==> config.mk <==
export PLATFORM = sky130hd
export DESIGN_NAME = multi_tap_text_entry
export DESIGN_NICKNAME = d
export VERILOG_FILES = /design/src/hdl/mte_pkg.sv /design/src/hdl/multi_tap_text_entry.sv /design/src/hdl/mte_dp.sv /design/src/hdl/mte_ctrl.sv
export SDC_FILE = /design/constraint.sdc
export NUM_CORES = 1
export LEC_CHECK = 0
export BUFFER_PORTS_ARGS = -buffer_cell sky130_fd_sc_hd__buf_2
export CAP_MARGIN = 20
export CORE_MARGIN = 10
export CORE_UTILIZATION = 35
export DETAILED_ROUTE_END_ITERATION = 16
export HOLD_SLACK_MARGIN = 0.1
export PLACE_DENSITY = 0.48
export SYNTH_ARGS = -nofsm -noshare
export SYNTH_HDL_FRONTEND = slang
export SYNTH_SLANG_ARGS = --single-unit
==> constraint.sdc <==
create_clock -name i_clk -period 4.4 [get_ports i_clk]
set_input_delay 0.44 -clock i_clk [delete_from_list [all_inputs] [get_ports i_clk]]
set_output_delay 0.44 -clock i_clk [all_outputs]
set_load 0.05 [all_outputs]
==> src/hdl/mte_pkg.sv <==
`timescale 1ns / 1ps

package mte_pkg;

    // Buffer geometry
    localparam int MSG_LEN  = 16;
    localparam int PW       = $clog2(MSG_LEN);
    localparam int LAST_POS = MSG_LEN - 1;
    localparam int SEND_END = MSG_LEN - 2;

    // Key codes
    localparam logic [3:0] KC_MENU  = 4'd10;
    localparam logic [3:0] KC_EXIT  = 4'd11;
    localparam logic [3:0] KC_STAR  = 4'd12;
    localparam logic [3:0] KEY_DIG9 = 4'd9;

    // Result event codes
    localparam logic [2:0] EV_NONE    = 3'd0;
    localparam logic [2:0] EV_WRITE   = 3'd1;
    localparam logic [2:0] EV_SEND    = 3'd2;
    localparam logic [2:0] EV_REFUSED = 3'd3;
    localparam logic [2:0] EV_EXIT    = 3'd4;

    // Decoded request kinds
    localparam logic [2:0] K_NONE        = 3'd0;
    localparam logic [2:0] K_DIGIT       = 3'd1;
    localparam logic [2:0] K_EXIT        = 3'd2;
    localparam logic [2:0] K_EXIT_HELD   = 3'd3;
    localparam logic [2:0] K_STAR        = 3'd4;
    localparam logic [2:0] K_MENU        = 3'd5;
    localparam logic [2:0] K_MENU_SEND   = 3'd6;
    localparam logic [2:0] K_MENU_REFUSE = 3'd7;

    localparam logic [6:0] CH_SPACE = 7'h20;
    localparam logic [6:0] CH_EMPTY = 7'h00;

    // Multi-tap character strings, element 0 is the first character
    localparam logic [0:2][7:0]  MAP0 = " :0";
    localparam logic [0:16][7:0] MAP1 = ".,-()@/\\+=*#<>[]1";
    localparam logic [0:3][7:0]  MAP2 = "abc2";
    localparam logic [0:3][7:0]  MAP3 = "def3";
    localparam logic [0:3][7:0]  MAP4 = "ghi4";
    localparam logic [0:3][7:0]  MAP5 = "jkl5";
    localparam logic [0:3][7:0]  MAP6 = "mno6";
    localparam logic [0:4][7:0]  MAP7 = "pqrs7";
    localparam logic [0:3][7:0]  MAP8 = "tuv8";
    localparam logic [0:4][7:0]  MAP9 = "wxyz9";

    // Controller to datapath commands
    typedef struct packed {
        logic load_in;
        logic rd_cursor;
        logic exec;
        logic star_step;
        logic refuse_emit;
        logic send_rd;
        logic send_emit;
    } t_cmd;

    // Datapath to controller status
    typedef struct packed {
        logic [2:0] kind;
        logic       out_free;
        logic       cursor_zero;
        logic       send_last;
    } t_status;

    function automatic logic [4:0] tap_len(input logic [3:0] key);
        logic [4:0] len;
        case (key)
            4'd0:    len = 5'd3;
            4'd1:    len = 5'd17;
            4'd7:    len = 5'd5;
            4'd9:    len = 5'd5;
            default: len = 5'd4;
        endcase
        return len;
    endfunction

    function automatic logic [6:0] tap_char(input logic [3:0] key, input logic [4:0] idx);
        logic [7:0] ch;
        case (key)
            4'd0:    ch = MAP0[idx[1:0]];
            4'd1:    ch = MAP1[idx];
            4'd2:    ch = MAP2[idx[1:0]];
            4'd3:    ch = MAP3[idx[1:0]];
            4'd4:    ch = MAP4[idx[1:0]];
            4'd5:    ch = MAP5[idx[1:0]];
            4'd6:    ch = MAP6[idx[1:0]];
            4'd7:    ch = MAP7[idx[2:0]];
            4'd8:    ch = MAP8[idx[1:0]];
            4'd9:    ch = MAP9[idx[2:0]];
            default: ch = 8'h00;
        endcase
        return ch[6:0];
    endfunction

endpackage

==> src/hdl/multi_tap_text_entry.sv <==
`timescale 1ns / 1ps

// Multi-tap keypad text entry: one key event is taken at a time and edits a
// 16-character message buffer. The block stalls its input from acceptance
// until the event's last result has been loaded into the output register;
// that register lets the next request be accepted while the final result
// still waits. Single-result events (release, digit, exit, plain menu) pass
// through a cursor read and one execute step; a refused send adds a refusal
// result; a star clear writes one cell per step from the cursor down to 0;
// a menu-held send emits 15 cells, each one read and then emitted, since
// the message memory has one registered read port.
// Every result waits additionally for the output register to drain.
module multi_tap_text_entry (
    input  logic       i_clk,
    input  logic       i_rst_n,
    input  logic       i_in_valid,
    output logic       o_in_stall,
    input  logic [3:0] i_key_code,
    input  logic       i_pressed,
    input  logic       i_held,
    input  logic       i_tx_allowed,
    output logic       o_out_valid,
    input  logic       i_out_stall,
    output logic [2:0] o_event_res,
    output logic [3:0] o_position,
    output logic [6:0] o_character,
    output logic       o_last
);
    import mte_pkg::*;

    t_cmd    cmd;
    t_status st;

    mte_ctrl u_ctrl (
        .i_clk      (i_clk),
        .i_rst_n    (i_rst_n),
        .i_in_valid (i_in_valid),
        .o_in_stall (o_in_stall),
        .i_st       (st),
        .o_cmd      (cmd)
    );

    mte_dp u_dp (
        .i_clk        (i_clk),
        .i_rst_n      (i_rst_n),
        .i_cmd        (cmd),
        .o_st         (st),
        .i_key_code   (i_key_code),
        .i_pressed    (i_pressed),
        .i_held       (i_held),
        .i_tx_allowed (i_tx_allowed),
        .o_out_valid  (o_out_valid),
        .i_out_stall  (i_out_stall),
        .o_event_res  (o_event_res),
        .o_position   (o_position),
        .o_character  (o_character),
        .o_last       (o_last)
    );

endmodule

==> src/hdl/mte_dp.sv <==
`timescale 1ns / 1ps

module mte_dp (
    input  logic            i_clk,
    input  logic            i_rst_n,
    input  mte_pkg::t_cmd   i_cmd,
    output mte_pkg::t_status o_st,
    input  logic [3:0]      i_key_code,
    input  logic            i_pressed,
    input  logic            i_held,
    input  logic            i_tx_allowed,
    output logic            o_out_valid,
    input  logic            i_out_stall,
    output logic [2:0]      o_event_res,
    output logic [3:0]      o_position,
    output logic [6:0]      o_character,
    output logic            o_last
);
    import mte_pkg::*;

    // Latched request
    logic [3:0]         r_key, n_key;
    logic               r_pressed, n_pressed;
    logic               r_held, n_held;
    logic               r_tx, n_tx;

    // Editing state
    logic [PW-1:0]      r_cursor, n_cursor;
    logic [3:0]         r_last_key, n_last_key;
    logic               r_lkv, n_lkv;
    logic [4:0]         r_tap, n_tap;
    logic [MSG_LEN-1:0] r_cell_valid, n_cell_valid;
    logic [PW-1:0]      r_idx, n_idx;
    logic               r_ended, n_ended;

    // Message memory and its registered read port
    logic [6:0]         mem [MSG_LEN];
    logic [6:0]         r_rd_data;
    logic               r_rd_valid;
    logic               r_rd_zero;
    logic [PW-1:0]      rd_addr;
    logic [6:0]         rd_char;
    logic               mem_we;
    logic [6:0]         mem_wdata;

    // Output register
    logic               r_out_valid, n_out_valid;
    logic [2:0]         r_ev, n_ev;
    logic [3:0]         r_pos, n_pos;
    logic [6:0]         r_ch, n_ch;
    logic               r_last, n_last;

    logic               emit;
    logic [2:0]         kind;
    logic               same_key;
    logic [4:0]         tap_inc;
    logic [4:0]         tap_next;
    logic [6:0]         dig_char;
    logic               can_adv;
    logic               filled;
    logic [PW-1:0]      adv_cursor;
    logic               ended_now;
    logic               send_last;

    // Request decode
    always_comb begin
        kind = K_NONE;
        if (r_pressed) begin
            if (r_key <= KEY_DIG9) begin
                kind = r_held ? K_NONE : K_DIGIT;
            end else if (r_key == KC_EXIT) begin
                kind = r_held ? K_EXIT_HELD : K_EXIT;
            end else if (r_key == KC_STAR) begin
                kind = r_held ? K_NONE : K_STAR;
            end else if (r_key == KC_MENU) begin
                if (!r_held) begin
                    kind = K_MENU;
                end else begin
                    kind = r_tx ? K_MENU_SEND : K_MENU_REFUSE;
                end
            end
        end
    end

    // Unwritten cells read as their reset value
    assign rd_char = r_rd_valid ? r_rd_data : (r_rd_zero ? CH_SPACE : CH_EMPTY);
    assign rd_addr = i_cmd.send_rd ? r_idx : r_cursor;

    // Multi-tap selection
    assign same_key   = r_lkv && (r_last_key == r_key);
    assign tap_inc    = r_tap + 5'd1;
    assign tap_next   = (same_key && (tap_inc < tap_len(r_key))) ? tap_inc : 5'd0;
    assign dig_char   = tap_char(r_key, tap_next);

    // Menu advance
    assign can_adv    = (r_cursor != PW'(LAST_POS));
    assign filled     = can_adv && (rd_char == CH_EMPTY);
    assign adv_cursor = can_adv ? r_cursor + PW'(1) : r_cursor;

    assign ended_now  = r_ended || (rd_char == CH_EMPTY);
    assign send_last  = (r_idx == PW'(SEND_END));

    assign o_st.kind        = kind;
    assign o_st.out_free    = !r_out_valid || !i_out_stall;
    assign o_st.cursor_zero = (r_cursor == '0);
    assign o_st.send_last   = send_last;

    // Next-state logic for the control, payload and output registers
    always_comb begin
        n_key        = r_key;
        n_pressed    = r_pressed;
        n_held       = r_held;
        n_tx         = r_tx;
        n_cursor     = r_cursor;
        n_last_key   = r_last_key;
        n_lkv        = r_lkv;
        n_tap        = r_tap;
        n_cell_valid = r_cell_valid;
        n_idx        = r_idx;
        n_ended      = r_ended;
        mem_we       = 1'b0;
        mem_wdata    = CH_SPACE;
        emit         = 1'b0;
        n_ev         = r_ev;
        n_pos        = r_pos;
        n_ch         = r_ch;
        n_last       = r_last;

        if (i_cmd.load_in) begin
            n_key     = i_key_code;
            n_pressed = i_pressed;
            n_held    = i_held;
            n_tx      = i_tx_allowed;
        end

        if (i_cmd.exec) begin
            case (kind)
                K_NONE: begin
                    emit = 1'b1; n_ev = EV_NONE; n_pos = r_cursor;
                    n_ch = CH_EMPTY; n_last = 1'b1;
                end
                K_DIGIT: begin
                    n_last_key = r_key;
                    n_lkv      = 1'b1;
                    n_tap      = tap_next;
                    mem_we     = 1'b1;
                    mem_wdata  = dig_char;
                    emit = 1'b1; n_ev = EV_WRITE; n_pos = r_cursor;
                    n_ch = dig_char; n_last = 1'b1;
                end
                K_EXIT: begin
                    n_lkv  = 1'b0;
                    mem_we = 1'b1;
                    emit = 1'b1; n_ev = EV_WRITE; n_pos = r_cursor;
                    n_ch = CH_SPACE; n_last = 1'b1;
                    if (r_cursor != '0) begin
                        n_cursor = r_cursor - PW'(1);
                    end
                end
                K_EXIT_HELD: begin
                    emit = 1'b1; n_ev = EV_EXIT; n_pos = r_cursor;
                    n_ch = CH_EMPTY; n_last = 1'b1;
                end
                K_MENU, K_MENU_SEND, K_MENU_REFUSE: begin
                    n_cursor = adv_cursor;
                    if (can_adv) begin
                        n_lkv = 1'b0;
                    end
                    if (filled) begin
                        mem_we = 1'b1;
                        emit = 1'b1; n_ev = EV_WRITE; n_pos = r_cursor;
                        n_ch = CH_SPACE; n_last = (kind == K_MENU);
                    end else if (kind == K_MENU) begin
                        emit = 1'b1; n_ev = EV_NONE; n_pos = adv_cursor;
                        n_ch = CH_EMPTY; n_last = 1'b1;
                    end
                    if (kind == K_MENU_SEND) begin
                        n_idx   = '0;
                        n_ended = 1'b0;
                    end
                end
                default: begin
                end
            endcase
        end

        // Star clear, one cell per step walking down
        if (i_cmd.star_step) begin
            n_lkv  = 1'b0;
            mem_we = 1'b1;
            emit = 1'b1; n_ev = EV_WRITE; n_pos = r_cursor;
            n_ch = CH_SPACE; n_last = (r_cursor == '0);
            if (r_cursor != '0) begin
                n_cursor = r_cursor - PW'(1);
            end
        end

        if (i_cmd.refuse_emit) begin
            emit = 1'b1; n_ev = EV_REFUSED; n_pos = r_cursor;
            n_ch = CH_EMPTY; n_last = 1'b1;
        end

        // Send run, everything after the first empty cell goes out as zero
        if (i_cmd.send_emit) begin
            emit = 1'b1; n_ev = EV_SEND; n_pos = r_idx;
            n_ch = ended_now ? CH_EMPTY : rd_char; n_last = send_last;
            n_ended = ended_now;
            n_idx   = r_idx + PW'(1);
        end

        if (mem_we) begin
            n_cell_valid[r_cursor] = 1'b1;
        end

        // Buffer back to reset contents after the run
        if (i_cmd.send_emit && send_last) begin
            n_cursor     = '0;
            n_cell_valid = '0;
        end

        if (emit) begin
            n_out_valid = 1'b1;
        end else if (!i_out_stall) begin
            n_out_valid = 1'b0;
        end else begin
            n_out_valid = r_out_valid;
        end
    end

    // Control registers
    always_ff @(posedge i_clk) begin
        if (!i_rst_n) begin
            r_cursor     <= '0;
            r_last_key   <= '0;
            r_lkv        <= 1'b0;
            r_tap        <= '0;
            r_cell_valid <= '0;
            r_out_valid  <= 1'b0;
            r_idx        <= '0;
            r_ended      <= 1'b0;
        end else begin
            r_cursor     <= n_cursor;
            r_last_key   <= n_last_key;
            r_lkv        <= n_lkv;
            r_tap        <= n_tap;
            r_cell_valid <= n_cell_valid;
            r_out_valid  <= n_out_valid;
            r_idx        <= n_idx;
            r_ended      <= n_ended;
        end
    end

    // Payload registers
    always_ff @(posedge i_clk) begin
        r_key     <= n_key;
        r_pressed <= n_pressed;
        r_held    <= n_held;
        r_tx      <= n_tx;
        r_ev      <= n_ev;
        r_pos     <= n_pos;
        r_ch      <= n_ch;
        r_last    <= n_last;
    end

    // Message memory write port
    always_ff @(posedge i_clk) begin
        if (mem_we) begin
            mem[r_cursor] <= mem_wdata;
        end
    end

    // Message memory read port
    always_ff @(posedge i_clk) begin
        if (i_cmd.rd_cursor || i_cmd.send_rd) begin
            r_rd_data  <= mem[rd_addr];
            r_rd_valid <= r_cell_valid[rd_addr];
            r_rd_zero  <= (rd_addr == '0);
        end
    end

    assign o_out_valid = r_out_valid;
    assign o_event_res = r_ev;
    assign o_position  = r_pos;
    assign o_character = r_ch;
    assign o_last      = r_last;

`ifndef SYNTHESIS
    a_no_overwrite: assert property (@(posedge i_clk) disable iff (!i_rst_n)
        (r_out_valid && i_out_stall) |-> !emit)
        else $error("result register overwritten while stalled");

    a_send_clears: assert property (@(posedge i_clk) disable iff (!i_rst_n)
        (i_cmd.send_emit && send_last) |=> (r_cursor == '0 && r_cell_valid == '0))
        else $error("buffer not reset after send run");

    a_read_no_write: assert property (@(posedge i_clk) disable iff (!i_rst_n)
        (i_cmd.rd_cursor || i_cmd.send_rd) |-> !mem_we)
        else $error("memory read and write in the same cycle");
`endif

endmodule

==> src/hdl/mte_ctrl.sv <==
`timescale 1ns / 1ps

module mte_ctrl (
    input  logic             i_clk,
    input  logic             i_rst_n,
    input  logic             i_in_valid,
    output logic             o_in_stall,
    input  mte_pkg::t_status i_st,
    output mte_pkg::t_cmd    o_cmd
);
    import mte_pkg::*;

    localparam logic [2:0] S_IDLE    = 3'd0;
    localparam logic [2:0] S_RD      = 3'd1;
    localparam logic [2:0] S_EXEC    = 3'd2;
    localparam logic [2:0] S_STAR    = 3'd3;
    localparam logic [2:0] S_REFUSE  = 3'd4;
    localparam logic [2:0] S_SEND_RD = 3'd5;
    localparam logic [2:0] S_SEND_EM = 3'd6;

    logic [2:0] r_state, n_state;

    assign o_in_stall = (r_state != S_IDLE);

    // Sequencing of one request
    always_comb begin
        n_state = r_state;
        o_cmd   = '0;
        case (r_state)
            S_IDLE: begin
                if (i_in_valid) begin
                    o_cmd.load_in = 1'b1;
                    n_state       = S_RD;
                end
            end
            S_RD: begin
                o_cmd.rd_cursor = 1'b1;
                n_state         = S_EXEC;
            end
            S_EXEC: begin
                if (i_st.out_free) begin
                    o_cmd.exec = 1'b1;
                    case (i_st.kind)
                        K_STAR:        n_state = S_STAR;
                        K_MENU_SEND:   n_state = S_SEND_RD;
                        K_MENU_REFUSE: n_state = S_REFUSE;
                        default:       n_state = S_IDLE;
                    endcase
                end
            end
            S_STAR: begin
                if (i_st.out_free) begin
                    o_cmd.star_step = 1'b1;
                    if (i_st.cursor_zero) begin
                        n_state = S_IDLE;
                    end
                end
            end
            S_REFUSE: begin
                if (i_st.out_free) begin
                    o_cmd.refuse_emit = 1'b1;
                    n_state           = S_IDLE;
                end
            end
            S_SEND_RD: begin
                o_cmd.send_rd = 1'b1;
                n_state       = S_SEND_EM;
            end
            S_SEND_EM: begin
                if (i_st.out_free) begin
                    o_cmd.send_emit = 1'b1;
                    n_state = i_st.send_last ? S_IDLE : S_SEND_RD;
                end
            end
            default: begin
                n_state = S_IDLE;
            end
        endcase
    end

    always_ff @(posedge i_clk) begin
        if (!i_rst_n) begin
            r_state <= S_IDLE;
        end else begin
            r_state <= n_state;
        end
    end

`ifndef SYNTHESIS
    a_accept_reads: assert property (@(posedge i_clk) disable iff (!i_rst_n)
        (r_state == S_IDLE && i_in_valid) |=> (r_state == S_RD))
        else $error("accepted request did not start a read");

    a_star_ends: assert property (@(posedge i_clk) disable iff (!i_rst_n)
        (r_state == S_STAR && i_st.out_free && i_st.cursor_zero) |=> (r_state == S_IDLE))
        else $error("star clear did not stop at position zero");

    a_one_cmd: assert property (@(posedge i_clk) disable iff (!i_rst_n)
        $onehot0(o_cmd))
        else $error("more than one datapath command at once");
`endif

endmodule
==> results of run 1 <==
-- cells in the final DEF, fill, tap and decap left out, types with 17 or more instances in the layout --
master	synthesis	final
nor2_1	68	66
clkbuf_16	0	17
mux4_2	32	32
ha_1	20	20
a21oi_1	41	41
edfxtp_1	140	140
nor2b_1	20	20
nand3_1	17	17
o21ai_0	24	23
buf_2	9	27
buf_4	1	47
dfxtp_1	42	42
nand2_1	59	59
nor3_1	18	17
a31oi_1	25	25
-- final timing paths --
kind                      endpoint  cells past startpoint
max                u_dp.mem[11][3]                     17
min                  u_dp.r_key[0]                      1
max reg2reg        u_dp.mem[11][3]                     17
min reg2reg  u_dp.r_cell_valid[15]                      2
-- kinds of logic after synthesis --
kind of cell	Yosys count
AOI/OAI and AO/OA	169
xor gates and xnor gates	12
adders and majority gates	20
buffers and inverters	62
DFF	182
muxes	51
and+or+nand+nor	243
-- per-stage QoR --
| step | worst slack, ps | util (%) | cell area, um^2 |
|---|---|---|---|
| floorplan | 254.8 | - | 8936 |
| global placement | 316.1 | 38.29 | 9643 |
| detailed placement | 139.2 | 38.29 | 9643 |
| CTS | 98.26 | 40.55 | 10210 |
| global route | 68.52 | 40.64 | 10230 |
| finish | 444.6 | 40.64 | 10230 |
-- routing by layer --
metal | GRT usage [%] | vias to the layer above | wire length (um)
met2 | 22.37 | 186 | 10960
met5 | 0 | - | 0
met1 | 20.10 | 3164 | 11070
met3 | 3.112 | 14 | 1173
met4 | 3.341 | 0 | 161
li1 | - | 2906 | -
-- power groups by stage --
stage	logic (mW)	registers (mW)	clock network (mW)
after CTS	0.360	1.90	1.55
after detailed placement	0.359	1.94	0
after floorplan	0.203	1.99	0
final	0.361	1.90	1.51
after global placement	0.359	1.94	0
after global routing	0.391	1.91	1.61
-- area by class of cell --
class / count / area share, %
inverter: 15 / 0.5502
clock buffer: 19 / 4.230
sequential: 182 / 49.30
timing repair buffer: 75 / 4.964
multi-input combinational: 495 / 35.59
clock inverter: 13 / 1.333
tap: 330 / 4.035
-- repair_timing --
action                                  in CTS  in global routing
endpoints found under the setup margin       0                 48
hold buffers                                 0                  0
resized for setup                            0                  3
-- registers in the layout, summed over array words and instances (netlist names), 5 cells and up --
register	count
u_dp.mem	112
u_dp.r_cell_valid	16
u_dp.r_rd_data	7
u_dp.r_tap	5
u_dp.o_character	7
==> qor.yml, run 1 <==
run_status:
  status: "finished clean"
logic_synthesis:
  synth-edff-count: 140
  synth.distinct_cells: 74
  yosys.area.top_type: "edfxtp_1"
  netlist_top_cells_area: "edfxtp_1, dfxtp_1, mux4_2, nor2_1, ha_1"
  synth_xor_area_share_pct: 1.176
  muxShareOfSynthArea_pct: 10.21
  synth_top_area_share_pct: 47.05
  synthArstFlopShare_pct: 0
  synth-compound-area-share_pct: 12.59
  synthAdderAreaFrac_pct: 2.800
  synth_area_um2: 8936
  ys_warn_count: 0
  synth_simple_gate_area_share_pct: 13.54
  syn_nets: 770
  ys.flop_type: "edfxtp_1"
  yosysSeqAreaShare_pct: 56.45
  ys_top_cells_by_count: "edfxtp_1, nor2_1, nand2_1"
  synth_most_common_cell: "edfxtp_1"
  synth_top_family_by_area: "simple AND/OR/NAND/NOR gates"
  synth_cells: 739
  syn_area_per_cell_um2: 12.09
  yosys_register_bits: 182
power:
  leakagePower_nw: 3.708
  ir_drop_uv: 189.7
  clockPowerShare_pct: 39.9
  comb_power_share_pct: 9.6
  seqPwrFrac_pct: 50.5
  powerDensity_nw_per_um2: 368.4
  finalPower_mw: 3.770
  p_switching_mw: 0.9831
  switching_share_pct: 26.07
  p_int_mw: 2.787
clock_tree:
  tritoncts: "built"
  cts.sinks: 182
  post_cts_buffers: 0
  clk_pin_slew_ps: 80
  htreeDepth: 4
  cts_buffer_depth: 2
  clk_latency_ps: 440
  numCtsBuffers: 17
  cts_root_buffer: "clkbuf_16"
final_layout:
  num-fill-cells: 2346
  diodes: 0
  seqCellArea_um2: 5045
  multi_input_area_um2: 3642
  drive_gt1_share_pct: 20.15
  layout-area-overhead-vs-synth_pct: 14.52
  final_cells: 1129
  fin_nets: 817
critical_path:
  crit_required_ps: 4630
  r2r-start: "u_dp.r_tap[1]"
  startpoint: "u_dp.r_tap[1]"
  path_cells: "ha_1, nand3_1, xor2_1, inv_1, ha_1, and3_1, nor4_1, and2_1, buf_4, ha_1, nor2b_1, a21oi_1, nor4_1, a41o_1, a41oi_1, o21ai_0, and2_2"
  worst_setup_path_end_kind: "flop"
  path_buf_inv: 2
  rrSetupSlack_ps: 440
  cpMostUsedCell: "ha_1"
  critPathSlowestCell: "and2_2"
  crit_arrival_ps: 4180
  slowest_delay_ps: 390
  start_kind: "flop"
  crit_type: "flop to flop"
  path_delay_family: "simple AND/OR/NAND/NOR gates"
  crit_path_max_fanout: 16
job:
  drv_cap: 0
routing:
  routed_wirelength_um: 23370
  vias: 6270
  viasPerCell: 5.554
  drc: 0
  ant_nets: 0
  first_pass_iters: 5
  wl_per_cell_um: 20.70
  drtIter0Drc: 540
timing:
  maxClockFrequency_ghz: 0.2528
  period_minus_slack_ps: 3955
  setup_viol: 0
  relSlewSlack_pct: 43.78
  hold_slack_ps: 172.5
  worstMarginPinSlew_ps: 839.5
  rsz0062_at_grt: "no"
  setup_tns_ps: 0
  fin_skew_ps: 18.77
  slew_viol_final: 0
  period_share_pct: 89.90
  hold_viol: 0
placed_design:
  post-place-cells: 1095
  gp_congestion: 0.8702
  io_buffer_count: 27
  dp_hpwl_um: 16300
grt:
  grt_remaining_overflow: 0
  grt_pass1_wl_um: 36980
  grt_antenna_before_repair: 0
  grt_pass1_vias: 6190
  grt_max_degree: 26
  track_usage_pct: 14.42
floorplanning:
  die_area_um2: 32320
  rows: 58
  dieWidth_um: 179.8
  die_y_um: 179.8
  ioPinCount: 28
  start_util_pct: 35.49
  coreArea_um2: 25180
min_path:
  hold_class: "primary input to flop"
  min_from: "i_key_code[0]"
No activity file was read; power rests on OpenSTA's default activity.
==> run 2: changes to the inputs <==
--- a/config.mk
+++ b/config.mk
@@ -11,7 +11,8 @@
 export CORE_UTILIZATION = 35
 export DETAILED_ROUTE_END_ITERATION = 16
 export HOLD_SLACK_MARGIN = 0.1
-export PLACE_DENSITY = 0.48
+export PLACE_DENSITY = 0.58
+export SLEW_MARGIN = 20
 export SYNTH_ARGS = -nofsm -noshare
 export SYNTH_HDL_FRONTEND = slang
 export SYNTH_SLANG_ARGS = --single-unit
==> qor.yml, run 2 (synthesis gave the netlist of run 1 again) <==
power:
  seqPwrFrac_pct: 51.5  # +1.0 points
  comb_power_share_pct: 9.7  # about the same
  p_switching_mw: 0.9702  # -1.3%
  p_int_mw: 2.723  # -2.3%
  switching_share_pct: 26.27  # +0.20 points
  ir_drop_uv: 303.0  # +60%
  clockPowerShare_pct: 38.8  # -1.1 points
  leakagePower_nw: 3.621  # -2.3%
  finalPower_mw: 3.693  # -2.1%
  powerDensity_nw_per_um2: 365.4  # -0.83%
final_layout:
  num-fill-cells: 2369  # +0.98%
  layout_commonest_cell: "edfxtp_1"
  fin_nets: 805  # -1.5%
  fin_util_pct: 40.14  # -0.50 points
  multi_input_area_um2: 3647  # +0.14%
  final_area_um2: 10110  # -1.2%
  layout-area-overhead-vs-synth_pct: 13.11
  final_cells: 1116  # -1.2%
  top_register: "u_dp.mem"
  seqCellArea_um2: 5045  # unchanged
  drive_gt1_share_pct: 19.21  # -0.94 points
  diodes: 0  # unchanged
  layout.cells.most_common_list: "edfxtp_1, nor2_1, nand2_1, dfxtp_1, a21oi_1"
  top_regs: "u_dp.mem: 112 flops, u_dp.r_cell_valid: 16 flops"
  largest_register_ffs: 112  # unchanged
critical_path:
  cpMostUsedCell: "inv_1"
  crit_path_max_fanout: 16  # unchanged
  crit_arrival_ps: 4140  # -40 ps
  start_kind: "flop"
  crit_required_ps: 4550  # -80 ps
  path_delay_family: "simple AND/OR/NAND/NOR gates"
  slowest_delay_ps: 490  # +100 ps
  path_buf_inv: 3  # +1
  path_cells: "nor3_1, and2_1, inv_1, ha_1, and3_1, nor4_1, and2_1, inv_1, ha_1, inv_1, nor2_1, a21oi_1, o221ai_1, o2bb2ai_1, a221oi_1, nor2_2"
  rrSetupSlack_ps: 410  # -30 ps
  worst_setup_path_end_kind: "flop"
  crit_type: "flop to flop"
  critPathSlowestCell: "nor2_2"
grt:
  grt_antenna_before_repair: 0  # unchanged
  track_usage_pct: 13.69  # -0.72 points
  grt_max_degree: 23  # -12%
  grt_pass1_vias: 5994  # -3.2%
  grt_pass1_wl_um: 35360  # -4.4%
  grt_remaining_overflow: 0  # unchanged
routing:
  drc: 0  # unchanged
  vias: 6236  # -0.54%
  first_pass_iters: 7  # +2
  viasPerCell: 5.588  # +0.62%
  ant_nets: 0  # unchanged
  routed_wirelength_um: 22500  # -3.7%
  drtIter0Drc: 700  # +30%
  wl_per_cell_um: 20.16  # -2.6%
clock_tree:
  cts_buffer_depth: 2  # unchanged
  cts_hold_buffers: 0  # unchanged
  htreeDepth: 4  # unchanged
  numCtsBuffers: 17  # unchanged
  cts_root_buffer: "clkbuf_16"
  tritoncts: "built"
  cts.sinks: 182  # unchanged
  clk_pin_slew_ps: 70  # about the same
  clk_latency_ps: 430  # about the same
timing:
  period_share_pct: 90.62  # +0.72 points
  slew_viol_final: 0  # unchanged
  relSlewSlack_pct: 42.41  # -1.4 points
  hold_viol: 0  # unchanged
  maxClockFrequency_ghz: 0.2508  # -0.79%
  rsz0062_at_grt: "no"
  period_minus_slack_ps: 3987  # +31.68 ps
  setup_viol: 0  # unchanged
  fin_skew_ps: 14.51  # -4.257 ps
  worstMarginPinSlew_ps: 860.7  # +21.21 ps
  setup_tns_ps: 0  # unchanged
floorplanning:
  dieWidth_um: 179.8  # unchanged
  start_util_pct: 35.49  # unchanged
  ioPinCount: 28  # unchanged
  rows: 58  # unchanged
  die_y_um: 179.8  # unchanged
  coreArea_um2: 25180  # unchanged
  die_area_um2: 32320  # unchanged
job:
  drv_cap: 0  # unchanged
placed_design:
  place_area_um2: 9543  # -1.0%
  gp_congestion: 0.9047  # +4.0%
  io_buffer_count: 27  # unchanged
  dp_hpwl_um: 15510  # -4.8%
  post-place-cells: 1084  # -1.0%
min_path:
  hold_class: "primary input to flop"
run_status:
  status: "finished clean"
==> run 2: cell count changes in the layout (fill, tap and decap cells not counted), sizes merged <==
cell      previous run  this run
buf                 75        63
bufinv               1         0
clkbuf              19        18
clkinv               3         4
clkinvlp             1         2
inv                 23        22
==> run 2: stage by stage <==
step                worst slack, ps  hold slack (ps)
global route                  61.44            179.1
CTS                           87.08            167.1
global placement              191.4            444.3
finish                        412.9            185.3
floorplan                     254.8            431.5
detailed placement            129.1            455.8
==> run 2: layer usage <==
metal	global-route usage, %	up-vias	share of wire (%)
li1	-	2881	-
met1	18.94	3120	47
met2	21.24	200	47
met3	2.349	35	4.6
met4	4.631	0	1.8
met5	0	-	0
==> run 2: timing repair <==
action	CTS	global route
endpoints found under the hold margin	0	0
gates resized for setup	0	4
endpoints found under the setup margin	0	48
setup buffers	0	0
==> run 2: final cells by class <==
type                       instances  share of cell area, %
clock inverter                    13                  1.102
multi-input combinational        495                  36.09
sequential                       182                  49.91
clock buffer                      18                  4.246
inverter                          15                 0.5571
timing repair buffer              63                  4.011
tap                              330                  4.085
==> run 2: worst paths after layout <==
check,start,cells after the start,end
setup reg to reg,u_dp.r_key[3],16,u_dp.mem[10][2]
hold / removal,i_held,1,u_dp.r_held
setup / recovery,u_dp.r_key[3],16,u_dp.mem[10][2]
hold reg to reg,u_dp.o_event_res[1],2,u_dp.o_event_res[1]
==> run 2: power groups by stage <==
stage	Clock (mW)	Combinational (mW)	Sequential, mW
6_report	1.43	0.359	1.90
4_1_cts	1.46	0.357	1.90
5_1_grt	1.53	0.388	1.91
3_5_place_dp	0	0.356	1.94
3_3_place_gp	0	0.358	1.94
2_1_floorplan	0	0.203	1.99
